$ cat src/rtl/core/ina_pkg.sv
`timescale 1ns / 1ps
// ----------------------------------------------------------------------------
// ina_pkg
// Shared constants, register codes and transfer types of the allreduce
// aggregator.
// ----------------------------------------------------------------------------
package ina_pkg;

    localparam int DEF_SLOTS            = 64;
    localparam int DEF_WINDOW_AHEAD     = 16;
    localparam int DEF_WORDS_PER_PACKET = 64;

    // command fields sized for the largest slot count and packet length
    localparam int SLOT_FW = 12;
    localparam int POS_FW  = 10;

    localparam int QUEUE_DEPTH = 4;

    localparam int CFG_IDX_W  = 4;
    localparam int CFG_DATA_W = 8;

    localparam logic [CFG_IDX_W-1:0] CFG_GROUP_SIZE = 4'd0;
    localparam logic [CFG_IDX_W-1:0] CFG_OPCODE     = 4'd1;

    localparam logic [5:0] GROUP_SIZE_RST = 6'd2;
    localparam logic [7:0] OPCODE_RST     = 8'd1;

    typedef struct packed {
        logic [5:0] group_size;
        logic [7:0] opcode;
    } cfg_t;

    typedef struct packed {
        logic               fwd;
        logic               first;
        logic               in_range;
        logic               last;
        logic [4:0]         bit_idx;
        logic [15:0]        sender;
        logic [31:0]        seq;
        logic [31:0]        word;
        logic [SLOT_FW-1:0] slot;
        logic [SLOT_FW-1:0] ahead;
        logic [POS_FW-1:0]  pos;
    } cmd_t;

endpackage

$ cat src/rtl/core/ina_front.sv
`timescale 1ns / 1ps
// ----------------------------------------------------------------------------
// ina_front
// Accepts payload words, tracks packet framing, classifies each word and
// works out its slot and the slot ahead in a short pipeline.
// ----------------------------------------------------------------------------
module ina_front
    import ina_pkg::*;
#(
    parameter int SLOTS            = DEF_SLOTS,
    parameter int WINDOW_AHEAD     = DEF_WINDOW_AHEAD,
    parameter int WORDS_PER_PACKET = DEF_WORDS_PER_PACKET
) (
    input  logic               aclk,
    input  logic               aresetn,
    input  cfg_t               cfg,
    input  logic               hold,
    input  logic               s_valid,
    output logic               s_ready,
    input  logic               s_is_ack,
    input  logic [7:0]         s_opcode,
    input  logic [15:0]        s_sender,
    input  logic [31:0]        s_seq,
    input  logic signed [31:0] s_word,
    input  logic               s_last_word,
    input  logic               q_full,
    output logic               push,
    output cmd_t               push_cmd
);

    localparam int POSC_W = $clog2(WORDS_PER_PACKET + 1);
    localparam int POS_W  = (WORDS_PER_PACKET > 1) ? $clog2(WORDS_PER_PACKET) : 1;
    localparam logic [POSC_W-1:0] WPP_C   = POSC_W'(WORDS_PER_PACKET);
    localparam logic [31:0]       RECIP   = 32'(64'h1_0000_0000 / 64'(SLOTS));
    localparam logic [31:0]       SLOTS_C = 32'(SLOTS);
    localparam logic [31:0]       WIN_C   = 32'(WINDOW_AHEAD);

    logic [POSC_W-1:0] wp_reg, wp_next;

    logic        f1_valid_reg, f2_valid_reg, f3_valid_reg;
    cmd_t        f1_cmd_reg, f2_cmd_reg, f3_cmd_reg;
    logic [31:0] f1_seqw_reg, f2_seqw_reg, f3_seqw_reg;
    logic [31:0] f2_qs_reg, f2_qa_reg;
    logic [31:0] f3_ms_reg, f3_ma_reg;

    logic        adv, accept, fwd, drop;
    logic [5:0]  member_cnt;
    cmd_t        in_cmd;
    logic [63:0] prod_s, prod_a;
    logic [31:0] mul_s, mul_a;
    logic [31:0] rs_raw, ra_raw, rs, ra;

    assign adv     = !(f3_valid_reg && q_full);
    assign s_ready = adv && !hold;
    assign accept  = s_valid && s_ready;

    // classification
    always_comb begin
        fwd        = s_is_ack || (s_opcode != cfg.opcode);
        member_cnt = (cfg.group_size >= 6'd32) ? 6'd32 : cfg.group_size;
        drop       = !fwd && ({10'd0, member_cnt} <= s_sender);

        in_cmd          = '0;
        in_cmd.fwd      = fwd;
        in_cmd.first    = (wp_reg == '0);
        in_cmd.in_range = (wp_reg < WPP_C);
        in_cmd.last     = s_last_word;
        in_cmd.bit_idx  = s_sender[4:0];
        in_cmd.sender   = s_sender;
        in_cmd.seq      = s_seq;
        in_cmd.word     = $unsigned(s_word);
        in_cmd.pos      = POS_FW'(wp_reg[POS_W-1:0]);

        wp_next = wp_reg;
        if (accept) begin
            if (s_last_word) begin
                wp_next = '0;
            end else if (wp_reg < WPP_C) begin
                wp_next = wp_reg + POSC_W'(1);
            end
        end
    end

    // slot math: quotient estimate by reciprocal, then one correction
    assign prod_s = 64'(f1_cmd_reg.seq) * 64'(RECIP);
    assign prod_a = 64'(f1_seqw_reg) * 64'(RECIP);
    assign mul_s  = f2_qs_reg * SLOTS_C;
    assign mul_a  = f2_qa_reg * SLOTS_C;

    always_comb begin
        rs_raw = f3_cmd_reg.seq - f3_ms_reg;
        ra_raw = f3_seqw_reg - f3_ma_reg;
        rs     = (rs_raw >= SLOTS_C) ? (rs_raw - SLOTS_C) : rs_raw;
        ra     = (ra_raw >= SLOTS_C) ? (ra_raw - SLOTS_C) : ra_raw;

        push_cmd       = f3_cmd_reg;
        push_cmd.slot  = rs[SLOT_FW-1:0];
        push_cmd.ahead = ra[SLOT_FW-1:0];
    end

    assign push = f3_valid_reg && adv;

    always_ff @(posedge aclk) begin
        if (!aresetn) begin
            wp_reg       <= '0;
            f1_valid_reg <= 1'b0;
            f2_valid_reg <= 1'b0;
            f3_valid_reg <= 1'b0;
        end else begin
            wp_reg <= wp_next;
            if (adv) begin
                f1_valid_reg <= accept && !drop;
                f2_valid_reg <= f1_valid_reg;
                f3_valid_reg <= f2_valid_reg;
            end
        end
    end

    always_ff @(posedge aclk) begin
        if (adv) begin
            f1_cmd_reg  <= in_cmd;
            f1_seqw_reg <= s_seq + WIN_C;
            f2_cmd_reg  <= f1_cmd_reg;
            f2_seqw_reg <= f1_seqw_reg;
            f2_qs_reg   <= prod_s[63:32];
            f2_qa_reg   <= prod_a[63:32];
            f3_cmd_reg  <= f2_cmd_reg;
            f3_seqw_reg <= f2_seqw_reg;
            f3_ms_reg   <= mul_s;
            f3_ma_reg   <= mul_a;
        end
    end

endmodule

$ cat config.mk
export PLATFORM = sky130hd
export DESIGN_NAME = ina_front
export DESIGN_NICKNAME = d
export VERILOG_FILES = /design/src/rtl/core/ina_pkg.sv /design/src/rtl/core/ina_front.sv
export SDC_FILE = /design/constraint.sdc
export NUM_CORES = 1
export LEC_CHECK = 0
export ABC_AREA = 1
export BUFFER_PORTS_ARGS = -buffer_cell sky130_fd_sc_hd__buf_2
export CORE_ASPECT_RATIO = 1.5
export CORE_MARGIN = 1
export CORE_UTILIZATION = 56
export DETAILED_ROUTE_END_ITERATION = 6
export PLACE_DENSITY = 0.86
export SYNTH_ARGS = -nofsm -noshare
export SYNTH_HDL_FRONTEND = slang
export SYNTH_SLANG_ARGS = --single-unit
$ cat constraint.sdc
create_clock -name aclk -period 8.05 [get_ports aclk]
set_input_delay 0.4025 -clock aclk [delete_from_list [all_inputs] [get_ports aclk]]
set_output_delay 0.4025 -clock aclk [all_outputs]
set_load 0.02 [all_outputs]
== Word level (Yosys, flattened, before mapping) ==
Cells that the tools add are included.
Storage, ports and cells
  bits in registers: 495
  bits of input ports: 109
Cells by class
  $add $sub $neg: 6
  order comparisons: 5
  eq/ne operators: 1
  muxes and demuxes: 5
  reduce and logical (&&, ||, !) cells: 14
Operators with widths (count)
  32-bit by 7-bit greater-or-equal comparator with 1-bit output, second input constant: 2
  32-bit subtractor: 2
  32-bit by 5-bit adder with 32-bit output, second input constant: 1
  12-bit 2-to-1 mux: 2
  12-bit by 7-bit subtractor with 12-bit output, second input constant: 2
  6-bit by 16-bit less-or-equal comparator with 1-bit output: 1
  7-bit 2-to-1 mux: 2
  8-bit != test: 1
  7-bit by 1-bit adder with 7-bit output, second input constant: 1
  7-bit logical NOT: 1
  7-bit less-than comparator, second input constant: 1
  6-bit greater-or-equal comparator, second input constant: 1
  1-bit logical AND: 6
  6-bit 2-to-1 mux: 1
  1-bit logical NOT: 4
  2-bit AND reduction: 1
  2-bit nonzero test: 1
  1-bit logical OR: 1

== Longest topological paths before layout ==
  depth after elaboration: 6
  gate-level depth with buffers: 14
  depth with buffers taken out: 14

== Least setup slack after synthesis ==
Ideal clock, no wire load.
  path kind: input port to output port
  start point: input port q_full
  end point: output port s_ready
  arrival time: 4.588 ns
  required time: 7.647 ns
  slack: 3.060 ns
  cell stages on the path: 3
  buffers on the path: 0
  path through: nand2_2 inv_1 nor2_1
Between the ends
  longest elaborated chain between the ends: 3
Ends and longest elaborated chain
  from (decl): line ina_front.sv:26  | input logic q_full,
  1-bit logical AND: line ina_front.sv:53  | assign adv = !(f3_valid_reg && q_full);
  1-bit logical NOT: line ina_front.sv:53
  1-bit logical AND: line ina_front.sv:54  | assign s_ready = adv && !hold;
  to (decl): line ina_front.sv:19  | output logic s_ready,
Every way passes these cells.

== Worst setup path after layout ==
  start point: register f3_valid_reg
  end point: register f3_cmd_reg, in the netlist push_cmd[96], enable pin
Between the ends
  longest elaborated chain between the ends: 1
Ends and longest elaborated chain
  from (decl): line ina_front.sv:40  | logic f1_valid_reg, f2_valid_reg, f3_valid_reg;
  from (signal assigned): line ina_front.sv:114  | f3_valid_reg <= f2_valid_reg;
  1-bit logical AND: line ina_front.sv:53
  to (signal assigned): line ina_front.sv:127  | f3_cmd_reg <= f2_cmd_reg;
  to (decl): line ina_front.sv:41  | cmd_t f1_cmd_reg, f2_cmd_reg, f3_cmd_reg;
Every way passes these cells.
A chain may end at the register's enable or synchronous reset.

==> results by group <==
Run status
  – Status: complete, no violations

Layout
  – Nets: 808
  – Fin area: approximately 0.011 mm^2
  – Commonest non-fill, non-tap cell in the layout: edfxtp_1
  – Most frequent cells in the layout: 276 x edfxtp_1, 217 x buf_2, 41 x inv_1
  – Share of layout cells above drive strength 1: a little under two fifths
  – Layout area overhead: 21.0%

Min path
  – Worst Hold Launch: s_word[26]
  – WHS Path Cells: 1
  – Min-delay worst type: input port to flop
  – Hold endpoint: f1_cmd_reg[60]

Route
  – TritonRoute pass-1 iters: 4
  – Routed Antenna Nets: 0
  – Drt via density: 4.86
  – DR vias: roughly 4400
  – WL final: 14700 um
  – Post-DR wirelength/cell: between 15 and 20 um
  – Drt drc: 0
  – Initial DRC Count: 199

Global route
  – Initial antenna violation count: 1
  – Pin count of the biggest net entering global routing: 119
  – First-pass GRT wire length: between 20000 and 25000 um
  – Total Routing Usage GR: 17.0%
  – Grt ovf: 0
  – Vias in the first global route: between 4000 and 5000

Timing
  – Setup Viol. Count Final: 0
  – Final worst-path cycle share: 29.6%
  – Fmax: approximately 420 MHz
  – Final slew viol count: 0
  – Max_slew headroom: 33.4%
  – Final hold vios: 0
  – Worst-Margin Slew: roughly 1 ns
  – TNS Setup: 0 ns
  – Min Tclk post-route: about 2.4 ns
  – RSZ-0062 raised after global routing: false
  – Layout Skew: roughly 0.010 ns

Run
  – Max-cap violations: 0

Setup path
  – Bufs and invs on worst path: 1
  – Critical Path AT: about 2.5 ns
  – CP Capture Type: flop
  – Worst path slowest cell: buf_4
  – CP Max Fanout: 118
  – Worst r2r dst: push_cmd[96]
  – Largest stage delay, worst path: around 0.9 ns
  – CP Class: flop to flop
  – CP delay by family, top: buffers and inverters
  – Worst path cell trace: nand2_8 -> buf_4
  – Cells on worst reg2reg path: 2
  – Worst EP required: 8.17 ns
  – Reg2reg setup slack: 5.67 ns
  – Startpoint class of the critical path: flop
  – Reg-to-reg startpoint: f3_valid_reg

Placement
  – Detailed Place HPWL: just over 10000 um
  – Count of input and output buffers: about 220
  – Post-Place Cell Area: 0.0106 mm^2
  – Final GP Congestion: approximately 0.71

Logic synthesis
  – Mapped Area: approximately 0.0094 mm^2
  – Post-synth top area share: between 80% and 90%
  – Cell count after synthesis: 463
  – Synthesis-stage register bit count: between 200 and 300
  – Register area share after synthesis: approximately 90%
  – Top post-synthesis cells by area: edfxtp_1 88%, buf_4 2.5%, dfxtp_1 2.1%
  – Syn. warnings: 0
  – Syn Area/Cell: 20.4 um^2
  – Yosys cell types: 21
  – Dominant cell type by area after synthesis: edfxtp_1

CTS
  – Clock transition at the registers of the reported paths: 0.07 ns
  – CTS Hold Bufs: 0
  – Clk Latency, worst-skew pair: roughly 0.5 ns
  – Clk root buf: clkbuf_16
  – H-tree levels: 1
  – Post-cts sizing count: 0
  – TritonCTS clock tree: built
  – Setup Fix Bufs, Post-CTS: 0
  – Clock buffer depth: 3
  – CTS buffer count: 24
  – Clock sink count: ~290

Floorplan
  – Die Ht: 161 um
  – Die W: 108 um
  – Std cell rows: 57
  – Die ar.: approximately 0.017 mm^2
  – Core ar.: between 0.015 and 0.02 mm^2
  – IO Count: ~230
  – Starting Density: slightly below 60%

Power
  – Pwr Density: 267 mW/mm^2
  – Peak supply drop: 203 uV
  – P_leak: around 0.0047 uW
## area by class of cell
| class | instances | area [um^2] |
|---|---|---|
| fill | 989 | 4910 |
| multi-input combinational | 119 | 632 |
| sequential | 286 | 8490 |
| clock buffer | 28 | 637 |
| antenna | 1 | 2.50 |
| clock inverter | 16 | 149 |
| inverter | 41 | 154 |
| timing repair buffer | 219 | 1100 |
| tap | 206 | 258 |
## Yosys cell counts, drive strengths merged
library cell,n
edfxtp,276
inv,41
nand2,34
buf,31
nor2,27
a21oi,10
dfxtp,10
ha,8
nand3,7
nand4,4
nor3,4
o21ai,4
xnor2,2
xor2,2
clkbuf,1
conb,1
nand3b,1
## metal layers
metal	wire length [um]	GRT usage [%]	vias to the layer above
met3	851	2.50	32
li1	-	-	2108
met4	411	6.48	0
met5	0	0	-
met2	8060	31.8	180
met1	5350	19.2	2129
## how the worst max path moves through the flow
| stage | start | endpoint | slack (ns) | cells past startpoint |
|---|---|---|---|---|
| final | f3_valid_reg | push_cmd[96] | 5.67 | 2 |
| after global routing | f3_valid_reg | s_ready | 5.49 | 4 |
| after CTS | f3_valid_reg | s_ready | 5.61 | 4 |
| after detailed placement | q_full | f1_cmd_reg[84] | 5.52 | 3 |
| after global placement | q_full | f1_cmd_reg[84] | 5.61 | 3 |
| after floorplan | q_full | s_ready | 3.06 | 3 |
## worst reg2reg max path, cell delays in order (launching register included)
cell and delay (ns):
dfxtp_1 0.37, nand2_8 0.56, buf_4 1.03
## where the power goes
group          total (uW)  internal (uW)  switching [uW]
Sequential           1760           1730            28.8
Clock                1120            639             482
Combinational         166           55.1             111
Total                3050           2430             621
## per-stage QoR
stage                     total power, uW  util (%)  std cells  worst slack [ns]  hold slack [ns]
after floorplan                      1890         -        478              3.06            0.400
after global placement               1950      65.1        871              5.61            0.400
after detailed placement             1960      65.1        871              5.52            0.405
after CTS                            3080      69.9        915              5.61           0.0538
after global routing                 3150      69.9        916              5.49           0.0516
final                                3050      69.9        916              5.67           0.0744
## cell families after synthesis
logic type	synth area share (%)
buf+inv	4.14
other cells	0.0397
xor+xnor	0.371
fa+ha+maj	1.06
compound gates	0.862
simple gates	3.62
flops	89.9
Power figures use the tool's default switching activity.
