$ cat config.mk
export PLATFORM = sky130hd
export DESIGN_NAME = ina_queue
export DESIGN_NICKNAME = d
export VERILOG_FILES = /design/src/rtl/core/ina_pkg.sv /design/src/rtl/core/ina_queue.sv
export SDC_FILE = /design/constraint.sdc
export NUM_CORES = 1
export LEC_CHECK = 0
export ABC_AREA = 1
export BUFFER_PORTS_ARGS = -buffer_cell sky130_fd_sc_hd__buf_2
export CAP_MARGIN = 20
export CORE_MARGIN = 2
export CORE_UTILIZATION = 50
export DETAILED_ROUTE_END_ITERATION = 8
export PLACE_DENSITY_LB_ADDON = 0.3
export SYNTH_ARGS = -nofsm -noshare
export SYNTH_HDL_FRONTEND = slang
export SYNTH_SLANG_ARGS = --single-unit
$ cat constraint.sdc
create_clock -name aclk -period 8.4 [get_ports aclk]
set_clock_uncertainty 0.1 [all_clocks]
set_input_delay 0.84 -clock aclk [delete_from_list [all_inputs] [get_ports aclk]]
set_output_delay 0.84 -clock aclk [all_outputs]
set_load 0.05 [all_outputs]
$ cat src/rtl/core/ina_pkg.sv
`timescale 1ns / 1ps
// ----------------------------------------------------------------------------
// ina_pkg
// Shared constants, register codes and transfer types of the allreduce
// aggregator.
// ----------------------------------------------------------------------------
package ina_pkg;

    localparam int DEF_SLOTS            = 64;
    localparam int DEF_WINDOW_AHEAD     = 16;
    localparam int DEF_WORDS_PER_PACKET = 64;

    // command fields sized for the largest slot count and packet length
    localparam int SLOT_FW = 12;
    localparam int POS_FW  = 10;

    localparam int QUEUE_DEPTH = 4;

    localparam int CFG_IDX_W  = 4;
    localparam int CFG_DATA_W = 8;

    localparam logic [CFG_IDX_W-1:0] CFG_GROUP_SIZE = 4'd0;
    localparam logic [CFG_IDX_W-1:0] CFG_OPCODE     = 4'd1;

    localparam logic [5:0] GROUP_SIZE_RST = 6'd2;
    localparam logic [7:0] OPCODE_RST     = 8'd1;

    typedef struct packed {
        logic [5:0] group_size;
        logic [7:0] opcode;
    } cfg_t;

    typedef struct packed {
        logic               fwd;
        logic               first;
        logic               in_range;
        logic               last;
        logic [4:0]         bit_idx;
        logic [15:0]        sender;
        logic [31:0]        seq;
        logic [31:0]        word;
        logic [SLOT_FW-1:0] slot;
        logic [SLOT_FW-1:0] ahead;
        logic [POS_FW-1:0]  pos;
    } cmd_t;

endpackage

$ cat src/rtl/core/ina_queue.sv
`timescale 1ns / 1ps
// ----------------------------------------------------------------------------
// ina_queue
// Small command queue between the classifying front and the slot engine.
// ----------------------------------------------------------------------------
module ina_queue
    import ina_pkg::*;
(
    input  logic aclk,
    input  logic aresetn,
    input  logic push,
    input  cmd_t push_cmd,
    output logic full,
    input  logic pop,
    output logic head_valid,
    output cmd_t head_cmd
);

    localparam int PTR_W = (QUEUE_DEPTH > 1) ? $clog2(QUEUE_DEPTH) : 1;
    localparam int CNT_W = $clog2(QUEUE_DEPTH + 1);
    localparam logic [PTR_W-1:0] LAST_PTR = PTR_W'(QUEUE_DEPTH - 1);

    cmd_t             mem_reg [QUEUE_DEPTH];
    logic [PTR_W-1:0] wr_ptr_reg, rd_ptr_reg;
    logic [CNT_W-1:0] count_reg, count_next;

    assign full       = (count_reg == CNT_W'(QUEUE_DEPTH));
    assign head_valid = (count_reg != '0);
    assign head_cmd   = mem_reg[rd_ptr_reg];

    always_comb begin
        count_next = count_reg;
        if (push && !pop) begin
            count_next = count_reg + CNT_W'(1);
        end else if (pop && !push) begin
            count_next = count_reg - CNT_W'(1);
        end
    end

    always_ff @(posedge aclk) begin
        if (!aresetn) begin
            wr_ptr_reg <= '0;
            rd_ptr_reg <= '0;
            count_reg  <= '0;
        end else begin
            count_reg <= count_next;
            if (push) begin
                wr_ptr_reg <= (wr_ptr_reg == LAST_PTR) ? '0 : wr_ptr_reg + PTR_W'(1);
            end
            if (pop) begin
                rd_ptr_reg <= (rd_ptr_reg == LAST_PTR) ? '0 : rd_ptr_reg + PTR_W'(1);
            end
        end
    end

    always_ff @(posedge aclk) begin
        if (push) begin
            mem_reg[wr_ptr_reg] <= push_cmd;
        end
    end

endmodule

== After elaboration in Yosys (flattened, before gate mapping) ==
Memories as Yosys holds them, arrays and structs flattened. A register that Yosys moved wholly into a read port is not among the register bits.
Cells that the tools add are included.

* Output and inout bits: 125
* Bits of input ports: 127
* Word-level logic and storage cells: 25
* Flip-flop bits (word level): 7
* RAM bits: 492
* Memories: 1

{| class="wikitable"
|+ Memory list
! name !! depth !! bits a word !! read ports !! clocked after memory_dff !! wr ports !! RTL line !! source
|-
| mem_reg || 4 || 123 || 1 || 1 || 1 || ina_queue.sv:23 || <nowiki>cmd_t mem_reg [QUEUE_DEPTH];</nowiki>
|}

* Eq/ne operators: 3
* $add $sub $neg: 4
* Reductions and logical operators: 6
* Muxes and demuxes: 8

{| class="wikitable"
|+ Operators with widths
! kind !! number
|-
| 2-bit 2-to-1 mux || 4
|-
| 3-bit 2-to-1 mux || 2
|-
| 2-bit by 1-bit adder with 2-bit output (second input constant) || 2
|-
| 2-bit equality test (second input constant) || 2
|-
| 3-bit by 1-bit adder with 3-bit output (second input constant) || 1
|-
| 3-bit equality test (second input constant) || 1
|-
| 3-bit nonzero test || 1
|-
| 3-bit by 1-bit subtractor with 3-bit output (second input constant) || 1
|-
| 1-bit logical AND || 2
|-
| 1-bit logical NOT || 2
|-
| 1-bit 2-to-1 mux || 2
|-
| 2-bit nonzero test || 1
|}

== Longest topological paths before layout ==
Gate-level depths: netlist of the first run.

* Depth in word-level cells: 4
* Mapped depth: 10
* Gate-level depth less buffers: 10

== Worst setup path after synthesis of the first run ==
Ideal clock, no wire load.

* Path kind: input to register
* Start: input port push
* End: memory mem_reg[3][0] (netlist bit), enable pin
* Data required time: 7.824 ns
* Setup slack: 4.577 ns
* Arrival: 3.247 ns
* Cell stages on the path: 2
* Library setup time: 0.476 ns
* Path buffers: 0
* Cells stage by stage: nand2_1 inv_1

* Cells in the longest elaborated chain, start to end: 2

{| class="wikitable"
|+ Ends and longest elaborated chain
! item !! RTL line !! source
|-
| start, declared || ina_queue.sv:11 || <nowiki>input logic push,</nowiki>
|-
| 1-bit 2-to-1 mux || ina_queue.sv:57 || <nowiki>if (push) begin</nowiki>
|-
| 1-bit 2-to-1 mux (not written as such) || ina_queue.sv:58 || <nowiki>mem_reg[wr_ptr_reg] <= push_cmd;</nowiki>
|-
| end, declared || ina_queue.sv:23 ||
|}

Every way passes these cells.

==> results by group, run 1 <==
Status
  – Status: complete, no violations

Floorplan
  – Full die area: 39800 um^2
  – Ports: 252
  – Starting Density: 0.508
  – # rows: 71
  – Die X: 200 um
  – Chip Height: 200 um
  – Core ar.: 37700 um^2

Pwr
  – Leak: 7.69 nW
  – Clk pwr share: 0.365
  – VDD IR max: 187 uV
  – Comb pwr share: 0.139
  – P per Cell Area: 264 nW/um^2
  – Sw Ratio: 0.267
  – Int Power: 4.28 mW
  – Sequential Power Share: 0.497
  – Switching pwr: 1.56 mW

Logic synthesis
  – #FFs+latches synth: 501
  – Seq/Total Area, Yosys: 0.782
  – Yosys top cell area share: 0.773
  – Largest area contributor in the netlist: edfxtp_1
  – Post-Syn Area: 19100 um^2
  – Count of different cell masters after synthesis: 25
  – Syn Nets: 1383
  – Mapped Cells: 1249
  – Yosys warns: 0
  – Synth area leaders: edfxtp_1 (77%), nor2_1 (4.2%), o21ai_0 (3.4%), o21ai_1 (3.1%), o22ai_1 (2.7%)
  – Mean Syn Cell Area: 15.3 um^2

Critical path
  – Crit-path slowest cell: buf_4
  – WS Path Type: flop to output pin
  – Critical Path, Cell by Cell: inv_8, buf_4, o21ai_0, o22ai_1, buf_2
  – Largest fanout on the critical path: 148
  – Crit start category: flop
  – CP required: 7460 ps
  – CP peak stage delay: 950 ps
  – Crit. End Element: output pin
  – Crit path arrival time: 3530 ps

Clock tree
  – Worst-path clk slew: 60 ps
  – # clock sinks: 501
  – Clock Latency Late Sink: 570 ps
  – Root Driver: clkbuf_16
  – CTS tree: built
  – Post-CTS resize count: 0
  – H-tree lvl count: 2
  – CTS buffer count: 51
  – Setup Fix Bufs, Post-CTS: 0
  – Hold-fix buffers, CTS: 0
  – Longest Clk Path Bufs: 3

Routing
  – Wire per inst: 19.6 um
  – Drc violations: 0
  – Post-route ant nets: 0
  – 1st-pass router iterations: 5
  – Drt total wl: 40000 um
  – Post-DR vias/cell: 5.40
  – Initial DRC Count: 742
  – DR vias: 11000

Timing
  – Final setup viols: 0
  – F_max: 224 MHz
  – Final hold vios: 0
  – Period Utilization, post-route: 0.533
  – Max-slew headroom: 0.249
  – Final min period: 4470 ps
  – RSZ-0062 raised after global routing: false
  – Max Slew Vio Count: 0
  – Setup TNS: 0 ps
  – Worst-Margin Slew: 1130 ps

Final layout
  – Layout cells sized above 1: 0.277
  – Final Non-Filler Cells: 2039
  – P&R area growth vs syn: 15.7%
  – Commonest non-fill, non-tap cell in the layout: edfxtp_1
  – Fill count: 2914
  – Max FFs per register: 492
  – Most frequent cells in the layout: edfxtp_1 (492), buf_2 (251), nor2_1 (215), o21ai_0 (129), o21ai_1 (120)
  – Fin nets: 1617
  – Post-route cell area: 22100 um^2

Hold path
  – Worst Hold Class: primary input to flop

GRT
  – Initial antenna violation count: 3
  – Global-route wire length before repair: 59900 um
  – GRT Overall Usage: 0.198
  – Largest net degree at the start of global routing: 149
  – Vias in the first global route: 10800
  – Grt total ovfl: 0

Job
  – Max-cap violations: 0

Placement
  – Dpl cell area: 20500 um^2
  – Gp weighted congestion: 0.716
  – Dpl cells: 1941
  – Count of port buffers added during placement: 251
  – HPWL Detailed: 21600 um
[cell type report]
type | count | area, um^2 | area share
Antenna cell | 6 | 15.0 | 0.000679
Sequential cell | 501 | 15000 | 0.676
Timing Repair Buffer | 261 | 1330 | 0.0602
Multi-Input combinational cell | 652 | 3500 | 0.158
Tap cell | 511 | 639 | 0.0289
Inverter | 16 | 90.1 | 0.00407
Clock buffer | 62 | 1360 | 0.0615
Clock inverter | 30 | 219 | 0.00990
[worst max-delay path, delay by kind of cell, from the launching register on]
kind / cells / cell delay [ps]
buffers and inverters: 3 / 1930
AO/OA/AOI/OAI: 2 / 370
flip-flops: 1 / 540
[stage by stage]
stage          hold slack (ps)  worst slack, ps  utilization  power (mW)
2_1_floorplan              390             4580            -        3.56
3_3_place_gp               414             4570        0.545        3.75
3_5_place_dp               424             4480        0.545        3.77
4_1_cts                    335             3880        0.587        5.89
5_1_grt                    354             3650        0.587        6.04
6_report                   367             3930        0.587        5.84
[worst paths after layout]
kind,startpoint,end,slack (ps),cells after the start
worst max register to register,wr_ptr_reg[0],mem_reg[2][62],5780,5
worst min register to register,count_reg[2],count_reg[2],430,3
worst min-delay path,push_cmd[96],mem_reg[1][96],370,1
worst max-delay path,flop,head_cmd[105],3930,5
[power by group through the flow]
stage | clock, mW | sequential, mW | combinational [mW]
6_report | 2.13 | 2.90 | 0.810
2_1_floorplan | 0 | 2.94 | 0.616
3_3_place_gp | 0 | 2.95 | 0.805
4_1_cts | 2.17 | 2.90 | 0.818
5_1_grt | 2.27 | 2.91 | 0.867
3_5_place_dp | 0 | 2.95 | 0.816
[cells by family after synthesis]
kind of cell / share of synthesized area
AO/OA/AOI/OAI: 0.119
buffers and inverters: 0.0345
AND/OR/NAND/NOR: 0.0584
flip-flops: 0.782
XOR/XNOR: 0.000458
adder cells (fa/ha/maj): 0.00497
[synth_stat cells]
| master | n |
|---|---|
| edfxtp_1 | 492 |
| nor2_1 | 215 |
| o21ai_0 | 129 |
| o21ai_1 | 120 |
| o22ai_1 | 83 |
| nor2_2 | 40 |
| o22ai_2 | 40 |
| buf_2 | 26 |
| buf_6 | 24 |
| clkbuf_1 | 21 |
| inv_1 | 14 |
| dfxtp_1 | 9 |
| nand2_1 | 9 |
| ha_1 | 6 |
| buf_8 | 5 |
| a21oi_1 | 3 |
| buf_4 | 3 |
| nor3_1 | 3 |
| buf_12 | 1 |
| fa_1 | 1 |
| inv_2 | 1 |
| inv_4 | 1 |
| nand3_1 | 1 |
| nand4_1 | 1 |
| xor2_1 | 1 |
[routing by layer]
metal  vias up  share of wire  global-route usage
met5         -        0.00073                   0
met4         4          0.020              0.0615
met3        64          0.077              0.0587
met2       264           0.48               0.325
met1      5455           0.42               0.254
li1       5215              -                   -
No activity file was read; power rests on OpenSTA's default activity.
==> run 2: changes to the inputs <==
==> constraint.sdc (replaced) <==
create_clock -name aclk -period 3.65 [get_ports aclk]
set_clock_uncertainty 0.1 [all_clocks]
set_input_delay 0.365 -clock aclk [delete_from_list [all_inputs] [get_ports aclk]]
set_output_delay 0.365 -clock aclk [all_outputs]
set_load 0.05 [all_outputs]
==> run 2 against run 1 <==
  * Setup slack got worse by 3500 ps
  * Clock power up 130%
  * Cell area rose by 6.6%
  * Die area is the same
  * Final cell count increased by 6.5%
  * First-iteration DRC count increased by 1.5%
  * Largest power group unchanged
  * Highest routed layer is now met4
==> results by group, run 2 (synthesis results as in run 1) <==
GRT
  – Grt total ovfl: 0 (unchanged)
  – Vias in the first global route: 11700 (+8.1%)
  – GRT Overall Usage: 0.208 (+0.0105)
  – Initial antenna violation count: 2 (-1)
  – Largest net degree at the start of global routing: 125 (-16%)
  – Global-route wire length before repair: 63600 um (+6.2%)

Routing
  – 1st-pass router iterations: 5 (unchanged)
  – Drc violations: 0 (unchanged)
  – DR vias: 11600 (+5.7%)
  – Post-route ant nets: 0 (unchanged)
  – Wire per inst: 19.2 um (-2.0%)
  – Initial DRC Count: 753 (+1.5%)
  – Drt total wl: 41700 um (+4.4%)
  – Post-DR vias/cell: 5.36 (-0.69%)

Critical path
  – Crit start category: flop
  – Reg-to-reg critical path startpoint: wr_ptr_reg[0]
  – RR Endpoint: mem_reg[0][90]
  – CP endpoint: head_cmd[2]
  – Crit. End Element: output pin
  – CP required: 3180 ps (-4280 ps)
  – Crit path arrival time: 2750 ps (-780 ps)
  – Worst R2R Path Depth: 5 (unchanged)
  – Largest fanout on the critical path: 124 (-16%)
  – WS Path Type: flop to output pin
  – R2R Setup Slk: 1590 ps (-4190 ps)

Timing
  – Worst-Margin Slew: 787 ps (-338 ps)
  – Period Utilization, post-route: 0.881
  – Setup ws final: 435 ps (-3490 ps)
  – Final setup viols: 0 (unchanged)
  – Max-slew headroom: 0.475 (+0.226)
  – Setup TNS: 0 ps (unchanged)
  – Final min period: 3220 ps
  – RSZ-0062 raised after global routing: false
  – Max Slew Vio Count: 0 (unchanged)
  – Min Hold Slack: 60.0 ps (-307 ps)
  – Final hold vios: 0 (unchanged)
  – F_max: 311 MHz

Clock tree
  – CTS buffer count: 49 (-3.9%)
  – H-tree lvl count: 2 (unchanged)
  – # clock sinks: 501 (unchanged)
  – Longest Clk Path Bufs: 3 (unchanged)
  – Root Driver: clkbuf_16
  – CTS tree: built
  – Clock Latency Late Sink: 570 ps (about the same)
  – Worst-path clk slew: 60 ps (about the same)

Final layout
  – Fin nets: 1753 (+8.4%)
  – Most frequent cells in the layout: edfxtp_1 (492), buf_2 (251), nor2_1 (215), o21ai_0 (129), dlygate4sd3_1 (125)
  – Layout cells sized above 1: 0.263 (-0.0147)
  – Commonest non-fill, non-tap cell in the layout: edfxtp_1
  – P&R area growth vs syn: 23.3%
  – Max FFs per register: 492 (unchanged)

Floorplan
  – Starting Density: 0.508 (unchanged)
  – # rows: 71 (unchanged)
  – Chip Height: 200 um (unchanged)
  – Ports: 252 (unchanged)
  – Die X: 200 um (unchanged)
  – Full die area: 39800 um^2 (unchanged)
  – Core ar.: 37700 um^2 (unchanged)

Job
  – Max-cap violations: 0 (unchanged)

Placement
  – Gp weighted congestion: 0.744 (+3.9%)
  – HPWL Detailed: 22900 um (+6.0%)
  – Count of port buffers added during placement: 251 (unchanged)
  – Pre-CTS WS: 1050 ps (-3430 ps)

Pwr
  – Leak: 8.29 nW (+7.7%)
  – P per Cell Area: 580 nW/um^2 (+120%)
  – VDD IR max: 453 uV (+140%)

Hold path
  – Worst Hold Class: primary input to flop

Status
  – Status: complete, no violations
run 2: worst min-delay path by stage:
| stage | end | from | slack (ps) | depth (start not counted) |
|---|---|---|---|---|
| finish | wr_ptr_reg[1] | push | 60 | 3 |
| global route | wr_ptr_reg[1] | push | 80 | 3 |
| CTS | wr_ptr_reg[1] | push | 30 | 3 |
| detailed placement | wr_ptr_reg[1] | wr_ptr_reg[1] | 430 | 2 |
| global placement | wr_ptr_reg[1] | wr_ptr_reg[1] | 420 | 2 |
| floorplan | mem_reg[0][0] | push_cmd[0] | 360 | 0 |
run 2: layout make-up:
cell class              count  area, um^2
clock inverters            26         245
diodes                      3        7.51
clock buffers              63        1360
fillers                  2743       14100
inverters                  16        90.1
flip-flops and latches    501       15000
multi-input cells         652        3500
well taps                 511         639
repair buffers            399        2770
run 2: critical path, stage by stage, from the launching register on:
cell,delay (ps)
dfxtp_4,460
inv_8,580
buf_4,400
nor2_1,70
o22ai_1,270
buf_2,320
run 2: repair_timing:
action,4_1_cts,5_1_grt
endpoints found under the hold margin,498,0
buffers inserted,0,0
resized for setup,0,0
endpoints found under the setup margin,0,0
hold buffers,125,0
run 2: per-layer routing:
| layer | GRT usage | wire (um) | vias to the layer above |
|---|---|---|---|
| li1 | - | - | 5484 |
| met1 | 0.263 | 17000 | 5669 |
| met2 | 0.350 | 20600 | 405 |
| met3 | 0.0518 | 3170 | 75 |
| met4 | 0.0760 | 1020 | 0 |
| met5 | 0 | 0 | - |
run 2: metrics by stage:
| stage | total power [mW] | util | cells | instance area [um^2] |
|---|---|---|---|---|
| finish | 13.7 | 0.626 | 2171 | 23600 |
| global route | 14.1 | 0.626 | 2170 | 23600 |
| CTS | 13.8 | 0.626 | 2168 | 23600 |
| detailed placement | 8.70 | 0.550 | 1954 | 20700 |
| global placement | 8.67 | 0.550 | 1954 | 20700 |
| floorplan | 8.19 | - | 1249 | 19100 |
run 2: power breakdown:
part	leakage, nW	internal [mW]	switching, mW	total, mW
registers	4.59	6.58	0.0695	6.65
logic	2.93	0.527	1.52	2.04
clock network	0.765	2.92	2.07	4.99
